<file path="config.mk">
export PLATFORM = sky130hd
export DESIGN_NAME = circular_deque_top
export DESIGN_NICKNAME = d
export VERILOG_FILES = /design/src/rtl/core/cdq_pkg.sv /design/src/rtl/core/cdq_slot_ram.sv /design/src/rtl/core/circular_deque_top.sv
export SDC_FILE = /design/constraint.sdc
export NUM_CORES = 2
export LEC_CHECK = 0
export BUFFER_PORTS_ARGS = -buffer_cell sky130_fd_sc_hd__buf_4
export CAP_MARGIN = 20
export CORE_ASPECT_RATIO = 0.5
export CORE_MARGIN = 5
export CORE_UTILIZATION = 55
export CTS_CLUSTER_SIZE = 8
export DETAILED_ROUTE_END_ITERATION = 12
export GPL_ROUTABILITY_DRIVEN = 0
export PLACE_DENSITY = 0.71
export SYNTH_ARGS = -nofsm -noshare
export SYNTH_HDL_FRONTEND = slang
export SYNTH_SLANG_ARGS = --single-unit
</file>
<file path="constraint.sdc">
create_clock -name i_clk -period 16.8 [get_ports i_clk]
set_clock_uncertainty 0.15 [all_clocks]
set_input_delay 0.84 -clock i_clk [delete_from_list [all_inputs] [get_ports i_clk]]
set_output_delay 0.84 -clock i_clk [all_outputs]
set_load 0.01 [all_outputs]
</file>
<file path="src/rtl/core/cdq_pkg.sv">
// ----------------------------------------------------------------------------
// cdq_pkg
// Shared types and codes of the circular deque: request codes, status codes,
// sequencer states and the marker shown for an empty end.
// ----------------------------------------------------------------------------
package cdq_pkg;

    localparam int DATA_W  = 32;
    localparam int REQ_W   = 3;
    localparam int STAT_W  = 2;
    localparam int TOTAL_W = 7;
    localparam int SIZE_W  = 7;

    localparam logic [DATA_W-1:0] EMPTY_MARK = '1;

    typedef enum logic [REQ_W-1:0] {
        REQ_PUSH_FRONT = 3'd0,
        REQ_PUSH_REAR  = 3'd1,
        REQ_POP_FRONT  = 3'd2,
        REQ_POP_REAR   = 3'd3,
        REQ_PEEK       = 3'd4
    } t_req;

    typedef enum logic [STAT_W-1:0] {
        ST_OK    = 2'd0,
        ST_FULL  = 2'd1,
        ST_EMPTY = 2'd2
    } t_status;

    typedef enum logic {
        S_IDLE = 1'b0,
        S_LOAD = 1'b1
    } t_state;

endpackage

</file>
<file path="src/rtl/core/cdq_slot_ram.sv">
// ----------------------------------------------------------------------------
// cdq_slot_ram
// Slot storage of the deque: one write port, one read port, registered reads.
// ----------------------------------------------------------------------------
module cdq_slot_ram
    import cdq_pkg::*;
#(
    parameter int DEPTH = 64
) (
    input  logic                       i_clk,
    input  logic                       i_wr_en,
    input  logic [$clog2(DEPTH)-1:0]   i_wr_addr,
    input  logic [DATA_W-1:0]          i_wr_data,
    input  logic                       i_rd_en,
    input  logic [$clog2(DEPTH)-1:0]   i_rd_addr,
    output logic [DATA_W-1:0]          o_rd_data
);

    logic [DATA_W-1:0] r_mem [DEPTH];
    logic [DATA_W-1:0] r_rd_data;

    always_ff @(posedge i_clk) begin
        if (i_wr_en) begin
            r_mem[i_wr_addr] <= i_wr_data;
        end
    end

    always_ff @(posedge i_clk) begin
        if (i_rd_en) begin
            r_rd_data <= r_mem[i_rd_addr];
        end
    end

    assign o_rd_data = r_rd_data;

endmodule

</file>
<file path="src/rtl/core/circular_deque_top.sv">
// ----------------------------------------------------------------------------
// circular_deque_top
// Double-ended queue of 32-bit elements in a circular slot memory.
// ----------------------------------------------------------------------------
// Each request pushes at the front or rear, pops from the front or rear, or
// peeks, and gives one result with status, popped element, front and rear
// elements and entry count. The front and rear elements are kept in registers
// beside the slot memory, so a push, a peek, a refused request and a pop of
// the last element are answered in the next cycle; a pop that leaves elements
// behind passes through S_LOAD, as the new end element comes from the memory's
// registered read port. A new request is taken outside S_LOAD once the result
// register is free or being drained. Writing the size empties the deque (slot
// contents stay); size 0 acts as 1, above DEPTH as DEPTH. The block leaves it
// to the user to see the size is written only while no request is in flight.
// ----------------------------------------------------------------------------
module circular_deque_top
    import cdq_pkg::*;
#(
    parameter int DEPTH = 64
) (
    input  logic                 i_clk,
    input  logic                 i_rst_n,
    // configuration
    input  logic                 i_cfg_valid,
    output logic                 o_cfg_ready,
    input  logic [SIZE_W-1:0]    i_cfg_data,
    // requests
    input  logic                 i_in_valid,
    output logic                 o_in_ready,
    input  logic [REQ_W-1:0]     i_req_type,
    input  logic signed [DATA_W-1:0] i_push_value,
    // results
    output logic                 o_out_valid,
    input  logic                 i_out_ready,
    output logic [STAT_W-1:0]    o_status,
    output logic signed [DATA_W-1:0] o_popped_value,
    output logic signed [DATA_W-1:0] o_front_value,
    output logic signed [DATA_W-1:0] o_rear_value,
    output logic [TOTAL_W-1:0]   o_entry_total
);

    localparam int IW       = $clog2(DEPTH);
    localparam int CW       = $clog2(DEPTH + 1);
    localparam int SW       = (CW > SIZE_W) ? CW : SIZE_W;
    localparam int RST_SIZE = (DEPTH < 64) ? DEPTH : 64;

    t_state            r_state, n_state;
    logic [IW-1:0]     r_front_idx, n_front_idx;
    logic [IW-1:0]     r_rear_idx, n_rear_idx;
    logic [CW-1:0]     r_count, n_count;
    logic [DATA_W-1:0] r_front_val, n_front_val;
    logic [DATA_W-1:0] r_rear_val, n_rear_val;
    logic [CW-1:0]     r_size;
    logic [IW-1:0]     r_last;
    logic              r_load_front, n_load_front;

    logic              r_out_valid;
    t_status           r_out_status, n_out_status;
    logic [DATA_W-1:0] r_out_popped, n_out_popped;
    logic [DATA_W-1:0] r_out_front, n_out_front;
    logic [DATA_W-1:0] r_out_rear, n_out_rear;
    logic [TOTAL_W-1:0] r_out_total;

    logic              in_acc;
    logic              cfg_acc;
    logic              wait_load;
    logic              wr_en;
    logic [IW-1:0]     wr_addr;
    logic              rd_en;
    logic [IW-1:0]     rd_addr;
    logic [DATA_W-1:0] rd_data;
    logic [SW-1:0]     cfg_ext;
    logic [SW-1:0]     size_cl;

    function automatic logic [IW-1:0] idx_inc(input logic [IW-1:0] idx,
                                              input logic [IW-1:0] last);
        return (idx == last) ? '0 : idx + IW'(1);
    endfunction

    function automatic logic [IW-1:0] idx_dec(input logic [IW-1:0] idx,
                                              input logic [IW-1:0] last);
        return (idx == '0) ? last : idx - IW'(1);
    endfunction

    // ---- sequencer ----
    always_comb begin
        n_state = r_state;
        case (r_state)
            S_IDLE: begin
                if (in_acc && wait_load) begin
                    n_state = S_LOAD;
                end
            end
            S_LOAD: begin
                n_state = S_IDLE;
            end
            default: begin
                n_state = S_IDLE;
            end
        endcase
    end

    always_comb begin
        o_in_ready  = 1'b0;
        o_cfg_ready = 1'b0;
        case (r_state)
            S_IDLE: begin
                o_in_ready  = !r_out_valid || i_out_ready;
                o_cfg_ready = 1'b1;
            end
            S_LOAD: begin
                o_in_ready  = 1'b0;
                o_cfg_ready = 1'b0;
            end
            default: begin
                o_in_ready  = 1'b0;
                o_cfg_ready = 1'b0;
            end
        endcase
    end

    assign in_acc  = i_in_valid && o_in_ready;
    assign cfg_acc = i_cfg_valid && o_cfg_ready;

    // clamp of the written size to 1..DEPTH
    always_comb begin
        cfg_ext = SW'(i_cfg_data);
        if (cfg_ext == '0) begin
            size_cl = SW'(1);
        end else if (cfg_ext > SW'(DEPTH)) begin
            size_cl = SW'(DEPTH);
        end else begin
            size_cl = cfg_ext;
        end
    end

    // ---- request datapath ----
    always_comb begin
        n_front_idx  = r_front_idx;
        n_rear_idx   = r_rear_idx;
        n_count      = r_count;
        n_front_val  = r_front_val;
        n_rear_val   = r_rear_val;
        n_load_front = r_load_front;
        n_out_status = ST_OK;
        n_out_popped = '0;
        wait_load    = 1'b0;
        wr_en        = 1'b0;
        wr_addr      = '0;
        rd_en        = 1'b0;
        rd_addr      = '0;

        case (t_req'(i_req_type))
            REQ_PUSH_FRONT, REQ_PUSH_REAR: begin
                if (r_count >= r_size) begin
                    n_out_status = ST_FULL;
                end else begin
                    wr_en   = in_acc;
                    n_count = r_count + CW'(1);
                    if (r_count == '0) begin
                        n_front_idx = '0;
                        n_rear_idx  = '0;
                        wr_addr     = '0;
                        n_front_val = i_push_value;
                        n_rear_val  = i_push_value;
                    end else if (t_req'(i_req_type) == REQ_PUSH_FRONT) begin
                        n_front_idx = idx_dec(r_front_idx, r_last);
                        wr_addr     = n_front_idx;
                        n_front_val = i_push_value;
                    end else begin
                        n_rear_idx = idx_inc(r_rear_idx, r_last);
                        wr_addr    = n_rear_idx;
                        n_rear_val = i_push_value;
                    end
                end
            end
            REQ_POP_FRONT, REQ_POP_REAR: begin
                if (r_count == '0) begin
                    n_out_status = ST_EMPTY;
                end else begin
                    n_count      = r_count - CW'(1);
                    n_out_popped = (t_req'(i_req_type) == REQ_POP_FRONT) ?
                                   r_front_val : r_rear_val;
                    if (r_count == CW'(1)) begin
                        n_front_idx = '0;
                        n_rear_idx  = '0;
                    end else begin
                        // new end element comes from the slot memory
                        wait_load = 1'b1;
                        rd_en     = in_acc;
                        if (t_req'(i_req_type) == REQ_POP_FRONT) begin
                            n_front_idx  = idx_inc(r_front_idx, r_last);
                            rd_addr      = n_front_idx;
                            n_load_front = 1'b1;
                        end else begin
                            n_rear_idx   = idx_dec(r_rear_idx, r_last);
                            rd_addr      = n_rear_idx;
                            n_load_front = 1'b0;
                        end
                    end
                end
            end
            default: begin
                n_out_status = ST_OK;
            end
        endcase

        n_out_front = (n_count == '0) ? EMPTY_MARK : n_front_val;
        n_out_rear  = (n_count == '0) ? EMPTY_MARK : n_rear_val;
    end

    always_ff @(posedge i_clk) begin
        if (!i_rst_n) begin
            r_state      <= S_IDLE;
            r_front_idx  <= '0;
            r_rear_idx   <= '0;
            r_count      <= '0;
            r_size       <= CW'(RST_SIZE);
            r_last       <= IW'(RST_SIZE - 1);
            r_load_front <= 1'b0;
            r_out_valid  <= 1'b0;
        end else begin
            r_state <= n_state;
            if (cfg_acc) begin
                r_front_idx <= '0;
                r_rear_idx  <= '0;
                r_count     <= '0;
                r_size      <= CW'(size_cl);
                r_last      <= IW'(size_cl - SW'(1));
            end else if (in_acc) begin
                r_front_idx  <= n_front_idx;
                r_rear_idx   <= n_rear_idx;
                r_count      <= n_count;
                r_load_front <= n_load_front;
            end

            if (in_acc) begin
                r_out_valid <= !wait_load;
            end else if (r_state == S_LOAD) begin
                r_out_valid <= 1'b1;
            end else if (r_out_valid && i_out_ready) begin
                r_out_valid <= 1'b0;
            end
        end
    end

    // payload registers, end-element caches and result fields
    always_ff @(posedge i_clk) begin
        if (in_acc) begin
            r_front_val  <= n_front_val;
            r_rear_val   <= n_rear_val;
            r_out_status <= n_out_status;
            r_out_popped <= n_out_popped;
            r_out_front  <= n_out_front;
            r_out_rear   <= n_out_rear;
            r_out_total  <= TOTAL_W'(n_count);
        end else if (r_state == S_LOAD) begin
            if (r_load_front) begin
                r_front_val <= rd_data;
                r_out_front <= rd_data;
            end else begin
                r_rear_val <= rd_data;
                r_out_rear <= rd_data;
            end
        end
    end

    cdq_slot_ram #(
        .DEPTH (DEPTH)
    ) u_slot_ram (
        .i_clk     (i_clk),
        .i_wr_en   (wr_en),
        .i_wr_addr (wr_addr),
        .i_wr_data (i_push_value),
        .i_rd_en   (rd_en),
        .i_rd_addr (rd_addr),
        .o_rd_data (rd_data)
    );

    assign o_out_valid    = r_out_valid;
    assign o_status       = STAT_W'(r_out_status);
    assign o_popped_value = r_out_popped;
    assign o_front_value  = r_out_front;
    assign o_rear_value   = r_out_rear;
    assign o_entry_total  = r_out_total;

endmodule

</file>
**Word-level counts from Yosys, hierarchy flattened**

Memory sizes are Yosys's and may differ from the RTL's. A register that Yosys moved wholly into a read port is not among the register bits.
Index checks and enable logic that the tools add are counted.

- Reduce and logical (&&, ||, !) cells: 26
- Equality and inequality tests: 13
- $lt $le $gt $ge: 2
- Muxes and demuxes: 71
- Bitwise logic cells: 6
- $add $sub $neg: 7

Operators by type and width:

| kind | number |
|---|---|
| $mux 32 | 19 |
| $mux 6 | 24 |
| $mux 7 | 4 |
| $pmux 6 s2 | 2 |
| $logic_not 7->1 | 3 |
| $sub 6x1->6 const B | 3 |
| $mux 1 | 16 |
| $pmux 7 s2 | 1 |
| $add 6x1->6 const B | 2 |
| $eq 6x6->1 | 2 |
| $logic_not 6->1 | 2 |
| $ne 3x3->1 const B | 4 |
| $reduce_and 6->1 | 2 |
| $reduce_or 2->1 | 4 |
| $add 7x1->7 const B | 1 |
| $eq 7x1->1 const B | 1 |
| $ge 7x7->1 | 1 |
| $gt 7x7->1 const B | 1 |
| $sub 7x1->7 const B | 1 |
| $eq 3x2->1 const B | 2 |
| $not 1->1 | 6 |
| $pmux 1 s2 | 3 |
| $reduce_bool 2->1 | 3 |
| $reduce_and 5->1 | 1 |
| 11 further kinds | 17 |

- Output and inout bits: 108
- Memories: 1
- RAM bits: 2048
- Logic and storage cells: 141
- Register bits after elaboration: 204
- Input bits: 47

Memories:

| memory | words | bits a word | rd ports | clocked after Yosys merged registers in | wr ports | RTL line | RTL |
|---|---|---|---|---|---|---|---|
| u_slot_ram.r_mem | 64 | 32 | 1 | 1 | 1 | cdq_slot_ram.sv:19 | `logic [DATA_W-1:0] r_mem [DEPTH];` |

**Longest topological paths before layout**

- Depth after elaboration: 8
- Depth in mapped cells: 15

**By module**

From an unflattened synthesis, not the netlist that was laid out.

- Cell total of the unflattened synthesis: 4356
- Area total of the unflattened synthesis: 89224.3 µm²

Modules (own cells, without submodules):

| module | area an instance (µm²) | times used | cells an instance |
|---|---|---|---|
| cdq_slot_ram | 78683.0 | 1 | 3362 |
| circular_deque_top | 10541.4 | 1 | 994 |

**Least setup slack after synthesis**

OpenSTA, ideal clock, no wires.

- Kind: register to register
- From: register r_state
- To: register r_out_rear[0], in the netlist o_rear_value[0], enable pin
- Slack: 11121 ps
- Data required time: 16076 ps
- Setup time: 574 ps
- Period minus slack after synthesis: 5679 ps
- Buffers on the path: 0
- Data arrival time: 4955 ps
- Stages on the path, launching flop included: 3
- Cells stage by stage: dfxtp_1 inv_1 o21ai_0

- Cells in the longest elaborated chain, start to end: 5

RTL lines:

| item | RTL line | RTL |
|---|---|---|
| start: declaration | circular_deque_top.sv:47 | `t_state r_state, n_state;` |
| start signal: assignment | circular_deque_top.sv:223 | `r_state <= n_state;` |
| $not 1->1 | circular_deque_top.sv:106 | `case (r_state)` |
| $pmux 1 s2 | circular_deque_top.sv:106 |  |
| $logic_and 1x1->1 | circular_deque_top.sv:122 | `assign in_acc = i_in_valid && o_in_ready;` |
| $ne 2x1->1 (no line) or $reduce_bool 2->1 (tied branches) | - |  |
| $reduce_and 2->1 (no line) (*) | - |  |
| end signal: assignment | circular_deque_top.sv:255 | `r_out_rear <= n_out_rear;` |
| end signal: assignment | circular_deque_top.sv:263 | `r_out_rear <= rd_data;` |
| end: declaration | circular_deque_top.sv:61 | `logic [DATA_W-1:0] r_out_rear, n_out_rear;` |

Mark *: on every way between the ends. The rest lies on a longest branch, timed or not.
A chain may end at the register's enable or synchronous reset.

**Worst setup path after layout**

- From: register r_count[3]
- To: register u_slot_ram.r_rd_data[5], in the netlist u_slot_ram.o_rd_data[5], read port of u_slot_ram.r_mem (data pin)

- Cells in the longest elaborated chain, start to end: 4

RTL lines:

| item | RTL line | RTL |
|---|---|---|
| start: declaration | circular_deque_top.sv:50 | `logic [CW-1:0] r_count, n_count;` |
| start signal: assignment | circular_deque_top.sv:233 | `r_count <= n_count;` |
| $eq 7x1->1 | circular_deque_top.sv:184 | `if (r_count == CW'(1)) begin` |
| $mux 6 or $mux 1 (tied branches) | circular_deque_top.sv:184 |  |
| $mux 6 or $mux 1 (tied branches) | circular_deque_top.sv:178 | `if (r_count == '0) begin` |
| $mux 6 or $mux 1 (tied branches) | circular_deque_top.sv:153 | `case (t_req'(i_req_type))` |
| end: declaration | cdq_slot_ram.sv:20 | `logic [DATA_W-1:0] r_rd_data;` |

Parallel ways exist; a longest one is shown, timed or not.

==> run_results.csv <==
group,metric,value,unit
setup_path,worst-path-buf-inv,5,
grt,grt_antenna_before_repair,24,
floorplan,io_pins,155,
synth,ys.warnings.count,0,
synth,syn_inst,5788,
clock_network,clk_latency,920,ps
status,status,"complete, no violations",
power,power_density,123.7,nW/um^2
place,placed_cells,7907,
clock_network,cts_max_path_buffers,4,
place,port_buffers,154,
clock_network,cts_tree,"yes",
clock_network,cts_sinks,2284,
clock_network,cts.clk_slew.worst_paths,50,ps
setup_path,required,17250,ps
setup_path,crit_fanout,148,
cells_and_area,area_delta_synth_final,14.44,%
cells_and_area,nNetsFinal,6120,
grt,grt_overflow_total,0,
cells_and_area,multi_input_area,21040,um^2
sta,final-setup-viol-count,0,
setup_path,path_delay_family,"buffers and inverters",
synth,avgSynthCellArea,15.61,um^2
clock_network,cts_root_buf,"clkbuf_16",
synth,synth_seq_cells,2284,
power,peakVddDrop,0.1059,mV
sta,finalHoldViolCount,0,
synth,synth-seq-area-share,75.54,%
routing,drtIter0Drc,8851,
grt,grtUsageTotal,30.53,%
routing,vias,56840,
routing,ant_nets,0,
sta,worst_pin_slew,1241,ps
cells_and_area,final_common_cell,"edfxtp_1",
hold_path,hold_class,"in -> reg",
place,dpl.hpwl,143.9,mm
synth,yosysUniqueCellTypes,72,
sta,relSlewSlack,16.34,%
sta,fmax,137.6,MHz
sta,slew_viol_final,0,
setup_path,critPathKind,"reg -> reg",
floorplan,die_w,583.1,um
cells_and_area,drive_above_1_share,13.39,%
clock_network,cts_resized,0,
routing,drt-total-wl,269.4,mm
sta,grt_setup_unrepaired,"false",
synth,async_reset_ff_share,0,%
synth,syn_area,90330,um^2
clock_network,numCtsBuffers,335,
cells_and_area,regArea,68240,um^2
clock_network,cts_max_level,5,
cells_and_area,final_cell_mix,"2249 x edfxtp_1, 905 x nand2_1, 582 x mux2i_1, 372 x a21oi_1, 339 x clkbuf_16",
setup_path,path_cells,"or4_4 > o21ai_2 > a211oi_2 > nor2_4 > buf_12 > buf_12 > buf_4 > buf_4 > mux2i_1 > a32oi_1 > and3_1 > a31oi_1 > buf_4 > nand4_1",
cells_and_area,final_cells,8294,
clock_network,holdBufCountCts,0,
routing,viasPerCell,6.854,
setup_path,critPathMaxStageDelay,760,ps
floorplan,dieArea,172900,um^2
job,timing.max_cap.violations,0,
routing,drt_pass1_iterations,6,
grt,grt_pass1_wl,380.8,mm
clock_network,cts_setup_buffers,0,
setup_path,crit_path_start_kind,"flop",
routing,drc,0,
floorplan,core_area,163600,um^2
floorplan,fp-row-count,105,
sta,min_period,7268,ps
setup_path,arrival,7720,ps
synth,synth_edf_count,2249,
routing,routedWlPerCell,32.48,um
sta,finalCritPeriodShare,43.26,%
floorplan,die_h,296.6,um
setup_path,critical_path.most_common_cell,"buf_4",
cells_and_area,fillCellCount,11150,
setup_path,endpoint_kind,"flop",
synth,syn-num-nets,5852,
sta,fin_tns_setup,0,ps
setup_path,crit_path_top_delay_cell,"buf_4",
floorplan,initial_core_util,55.23,%
grt,grt_max_degree,167,
grt,grt_pass1_vias,55250,
synth,ys.flop_type,"edfxtp_1",
power,p_leak,0.03517,uW
-- area by class of cell --
class                   instances  area share, %
flip-flops and latches       2284          66.01
multi-input cells            3078          20.36
clock buffers                 361          8.286
well taps                    2193          2.654
repair buffers                331          2.496
inverters                      26        0.09683
clock inverters                 8        0.07262
diodes                         13        0.03147
-- routing by layer --
layer | track usage, % | vias up | wire length, um
li1 | - | 23270 | -
met2 | 45.56 | 4410 | 119200
met5 | 0 | - | 56
met1 | 42.29 | 28470 | 101100
met3 | 9.791 | 684 | 38650
met4 | 12.02 | 8 | 10370
-- sequential cells by signal, summed over array words and instances, names as in the netlist, 2 cells and up --
signal and flops:
u_slot_ram.r_mem 2048, o_front_value 32, o_popped_value 32, o_rear_value 32, r_front_val 32, r_rear_val 32
u_slot_ram.o_rd_data 32, o_entry_total 7, r_count 7, r_size 7, r_front_idx 6, r_last 6
r_rear_idx 6, o_status 2
-- power by group --
part	leakage, uW	switching (uW)	internal [uW]
Sequential	0.0206	27.6	6340
Clock	0.00424	2200	3530
Combinational	0.0103	494	195
Total	0.0352	2720	10100
-- synth_stat cells, drive strengths merged (19+ instances only) --
| master | count | area, um^2 |
|---|---|---|
| nor2 | 148 | 568.0 |
| dfxtp | 35 | 700.7 |
| nand4 | 35 | 219.0 |
| nand3 | 19 | 95.09 |
| a31oi | 63 | 394.1 |
| a221oi | 247 | 2170 |
| nand2 | 906 | 3401 |
| inv | 26 | 97.59 |
| o41ai | 60 | 525.5 |
| a32oi | 248 | 2180 |
| nor3 | 35 | 185.2 |
| a21oi | 374 | 1872 |
| clkbuf | 199 | 747.0 |
| mux2i | 582 | 5826 |
| buf | 201 | 1091 |
| a21o | 67 | 503.0 |
| o21ai | 30 | 157.7 |
| edfxtp | 2249 | 67530 |
| and3 | 72 | 450.4 |
-- path summary, 6_finish.rpt --
path / from / end / slack [ps] / depth (start not counted)
worst max-delay path: r_count[3] / u_slot_ram.o_rd_data[5] / 9530 / 14
worst min-delay path: i_push_value[10] / u_slot_ram.r_mem[25][10] / 50 / 1
worst min register to register: r_size[5] / r_size[5] / 360 / 2
worst max register to register: r_count[3] / u_slot_ram.o_rd_data[5] / 9530 / 14
-- stage by stage --
step                total power, uW  cell area, um^2  hold WS, ps  worst slack [ps]  utilization [%]
floorplan                      6816            90330        329.1             11120                -
global placement               7113            94520        347.5              9148            57.79
detailed placement             7134            94660        356.4              9467            57.87
CTS                           12800           103300        6.178              9787            63.16
global route                  13110           103300        37.09              9382            63.18
finish                        12790           103400        51.58              9532            63.20
-- cells by family (layout without fill, tap and decap cells) --
family	after synthesis	count (layout)	share of synthesized area, %
fa+ha+maj	17	17	0.2355
simple gates	1273	1273	5.902
flops	2284	2284	75.54
compound gates	1176	1176	9.435
buf+inv	426	726	2.143
xor+xnor	28	28	0.2715
mux	584	584	6.474
other cells	0	13	0
(Power assumes the default switching activity.)
